File: config.mk
export PLATFORM = sky130hd
export DESIGN_NAME = p1305_mul
export DESIGN_NICKNAME = d
export VERILOG_FILES = /design/src/p1305_pkg.sv /design/src/p1305_mul.sv
export SDC_FILE = /design/constraint.sdc
export NUM_CORES = 2
export LEC_CHECK = 0
export ABC_CLOCK_PERIOD_IN_PS = 10100
export BUFFER_PORTS_ARGS = -buffer_cell sky130_fd_sc_hd__buf_2
export CELL_PAD_IN_SITES_DETAIL_PLACEMENT = 1
export CELL_PAD_IN_SITES_GLOBAL_PLACEMENT = 1
export CORE_ASPECT_RATIO = 0.5
export CORE_MARGIN = 5
export CORE_UTILIZATION = 45
export CTS_CLUSTER_SIZE = 8
export DETAILED_ROUTE_END_ITERATION = 8
export HOLD_SLACK_MARGIN = 0.05
export PLACE_DENSITY_LB_ADDON = 0.1
export SYNTH_ARGS = -nofsm -noshare
export SYNTH_HDL_FRONTEND = slang
export SYNTH_SLANG_ARGS = --single-unit
File: constraint.sdc
create_clock -name i_clk -period 10.1 [get_ports i_clk]
set_input_delay 1.01 -clock i_clk [delete_from_list [all_inputs] [get_ports i_clk]]
set_output_delay 1.01 -clock i_clk [all_outputs]
set_load 0.01 [all_outputs]
File: src/p1305_pkg.sv
// ----------------------------------------------------------------------------
// p1305_pkg: shared types, constants and helpers
// Sequencer encodings, multiplier request/response, key clamp and padding.
// ----------------------------------------------------------------------------
package p1305_pkg;

    localparam int LIMB_W = 26;
    localparam int NLIMB  = 5;
    localparam int ACC_W  = 64;
    localparam int A_W    = 28;
    localparam int PROD_W = 57;

    localparam logic [25:0] LIMB_MASK = 26'h3ffffff;
    localparam logic [25:0] R_MASK [NLIMB] = '{
        26'h3ffffff, 26'h3ffff03, 26'h3ffc0ff, 26'h3f03fff, 26'h00fffff
    };

    localparam logic [1:0] CFG_R_LO = 2'd0;
    localparam logic [1:0] CFG_R_HI = 2'd1;
    localparam logic [1:0] CFG_S_LO = 2'd2;
    localparam logic [1:0] CFG_S_HI = 2'd3;

    localparam logic [5:0] FULL_COUNT = 6'd32;
    localparam logic [5:0] HALF_COUNT = 6'd16;

    typedef enum logic [2:0] {
        S_IDLE,
        S_SEL,
        S_MUL,
        S_NORM,
        S_TAG
    } t_state;

    typedef enum logic [2:0] {
        PH_SQ,
        PH_A0,
        PH_A1,
        PH_SUM,
        PH_FIN
    } t_phase;

    typedef struct packed {
        logic            valid;
        logic [2:0]      idx;
        logic            fold;
        logic [A_W-1:0]  a;
        logic [25:0]     b;
    } t_mreq;

    typedef struct packed {
        logic              valid;
        logic [2:0]        idx;
        logic [PROD_W-1:0] p;
    } t_prod;

    function automatic t_phase next_phase(t_phase ph);
        t_phase res;
        case (ph)
            PH_SQ:   res = PH_A0;
            PH_A0:   res = PH_A1;
            PH_A1:   res = PH_SUM;
            PH_SUM:  res = PH_FIN;
            default: res = PH_FIN;
        endcase
        return res;
    endfunction

    // keep n bytes, place 0x01 right after them, zero the rest
    function automatic logic [127:0] pad16(logic [127:0] v, logic [3:0] n);
        logic [127:0] res;
        for (int k = 0; k < 16; k++) begin
            if (5'(k) < {1'b0, n}) begin
                res[8*k +: 8] = v[8*k +: 8];
            end else if (5'(k) == {1'b0, n}) begin
                res[8*k +: 8] = 8'h01;
            end else begin
                res[8*k +: 8] = 8'h00;
            end
        end
        return res;
    endfunction

endpackage

File: src/p1305_mul.sv
// ----------------------------------------------------------------------------
// p1305_mul: shared limb multiplier
// One 28 x 29 bit product per cycle; folded terms take b*5. Output registered.
// ----------------------------------------------------------------------------
module p1305_mul (
    input  logic               i_clk,
    input  logic               i_rst_n,
    input  p1305_pkg::t_mreq   i_req,
    output p1305_pkg::t_prod   o_prod
);

    logic [28:0]                   w_b;
    logic [p1305_pkg::PROD_W-1:0]  w_p;
    p1305_pkg::t_prod              r_prod;

    // wrap-around term of 2^130 = 5 mod p
    assign w_b = i_req.fold ? ({1'b0, i_req.b, 2'b00} + {3'b000, i_req.b})
                            : {3'b000, i_req.b};
    assign w_p = p1305_pkg::PROD_W'(i_req.a) * p1305_pkg::PROD_W'(w_b);

    always_ff @(posedge i_clk) begin
        if (!i_rst_n) begin
            r_prod.valid <= 1'b0;
        end else begin
            r_prod.valid <= i_req.valid;
        end
        r_prod.idx <= i_req.idx;
        r_prod.p   <= w_p;
    end

    assign o_prod = r_prod;

endmodule

==> flow_summary.ini <==
[status]
run_status = completed

[worst_setup_path]
crit_required_ns = 10.42
cp_max_fo = 21
crit_path_end_kind = flip-flop
cp.arrival_ns = 10.03
slowest_stage = fa_1
crit_top_cell = fa_1
start_kind = input pin
cpPeakStageDelay_ns = 0.57
critical_path_class = in -> reg

[sta]
fmax_ghz = 0.1030
rsz0062_at_grt = false
finalHoldViolations = 0
finalCritPeriodShare = 0.9609
worst_pin_slew_ns = 1.012
relSlewSlack = 0.3252
fin_crit_ns = 9.705
fin_ws_ns = 0.3950
drv_slew = 0
setup_viol = 0

[logic_synthesis]
yosysSeqAreaShare = 0.03923
synth_area_leaders = fa_1 (45%), inv_1 (9.7%), ha_1 (9.4%)
yosysWarnings = 0
ys_ff_latch = 61
synth.cell_area_um2 = 31130
synthDominantAreaCellType = fa_1
synth_flop_cell = dfxtp_1
synth_top_family_by_area = adder cells
muxShareOfSynthArea = 0.006551
synth_xor_area_frac = 0.01857
synth_cell_types = 77
synth_nets = 4603
synth_edf_count = 0
async_flop_share = 0
synth_compound_area_frac = 0.06475
synthAdderAreaFrac = 0.5452
yosysTopAreaCellShare = 0.4508
synthSimpleGateAreaFrac = 0.2007
avgSynthCellArea_um2 = 8.633
syn-instance-count = 3606

[grt]
grt_pass1_wl_um = 153800
grt_use_total = 0.2647
first_global_vias = 27680
grt_antenna_before_repair = 4
overflow = 0
grt_max_degree = 74

[floorplan]
rows = 68
start_util = 0.4529
die_area_um2 = 74860
die_h_um = 196.0
fp.coreArea_um2 = 68750
dieWidth_um = 382.0
io_pins = 122

[clock_network]
clock_sinks = 61
cts_hold_buffers = 0
cts_max_path_buffers = 2
clockRootBuffer = clkbuf_16
path_clk_slew_ns = 0.06
h-tree-depth = 3
cts_tree = built
numCtsBuffers = 9

[detailed_routing]
routed_via_density = 5.395
num_vias = 24660
ant_nets = 0
detail_route.wl_per_cell_um = 21.29
routed_wl_um = 97320
drt_first_iter_violations = 1106
drt_drc_violations_left = 0
detailedRoute.firstPassIterationCount = 5

[placed_design]
hpwl_um = 79950
globalplace.congestion = 0.9026
io_buffers = 121
pre_cts_ws_ns = -0.3732

[hold_path]
hp-class = in -> reg
whs_path_depth = 1

[finish]
drive_above_1_share = 0.09210
area_growth_pct = 8.271
largest_reg_flops = 61
fin_nets = 4651

[run]
maxCapViolations = 0
-- what timing repair did --
action                                  CTS  global route
gates resized for setup                   0            24
buffers inserted                          0             1
endpoints found under the setup margin    0            15
-- Yosys cell counts (all sizes together), types with 47 or more instances --
cell type  instances
inv              803
fa               701
nand2            448
and2             315
ha               235
clkbuf           200
a21oi            102
nand3             82
nor2b             67
dfxtp             61
o21ai             52
and3              47
-- routing by layer --
metal  vias to the layer above  track usage  wire length (µm)
met2                       403       0.4858             50530
met3                       113      0.02495              2653
met4                         2      0.07875              2886
met1                     13130       0.3331             41230
li1                      11010            -                 -
met5                         -            0                13
-- final timing paths --
kind,from,end
setup / recovery,i_req[13],o_prod[50]$_DFF_P_
hold / removal,i_req[55],o_prod[57]$_DFF_P_
-- cell usage in the layout (no fill, tap or decap), types with 47 or more instances in the layout --
cell	instances
buf_4	128
and3_1	47
ha_1	232
dfxtp_1	61
nand3_1	82
inv_1	803
and2_1	315
a21oi_1	95
fa_1	701
buf_2	120
nand2_1	448
nor2b_1	67
-- cell families after synthesis --
kind of cell / Yosys count
compound gates: 297
xor+xnor: 66
fa+ha+maj: 936
buf+inv: 1027
flops: 61
mux: 19
simple gates: 1200
-- stage by stage --
| stage | hold WS [ns] | instances | util | setup TNS (ns) | area (µm²) |
|---|---|---|---|---|---|
| after floorplan | 1.038 | 3606 | - | 0 | 31130 |
| after global placement | 1.115 | 4552 | 0.4843 | -0.7963 | 33290 |
| after detailed placement | 1.115 | 4552 | 0.4843 | -1.763 | 33290 |
| after CTS | 0.6783 | 4568 | 0.4888 | 0 | 33610 |
| after global routing | 0.6966 | 4570 | 0.4903 | 0 | 33710 |
| final | 0.7154 | 4570 | 0.4903 | 0 | 33710 |
-- final cells by class --
class | count | area (µm²)
Fill cell | 8180 | 35040
Multi-Input combinational cell | 2518 | 26190
Inverter | 803 | 3014
Timing Repair Buffer | 261 | 1822
Sequential cell | 61 | 1221
Tap cell | 910 | 1139
Clock buffer | 9 | 225.2
Clock inverter | 7 | 90.09
Antenna cell | 1 | 2.502
-- critical path, delay by kind of cell --
| family | cells | cell delay [ns] |
|---|---|---|
| adder cells (fa/ha/maj) | 9 | 4.37 |
| XOR/XNOR | 1 | 0.18 |
| AND/OR/NAND/NOR | 8 | 1.58 |
| buffers and inverters | 6 | 0.81 |
| AO/OA/AOI/OAI | 9 | 2.05 |
Power is not shown: default switching activity piles up to over one toggle a cycle in this logic, so the estimate is an artifact.
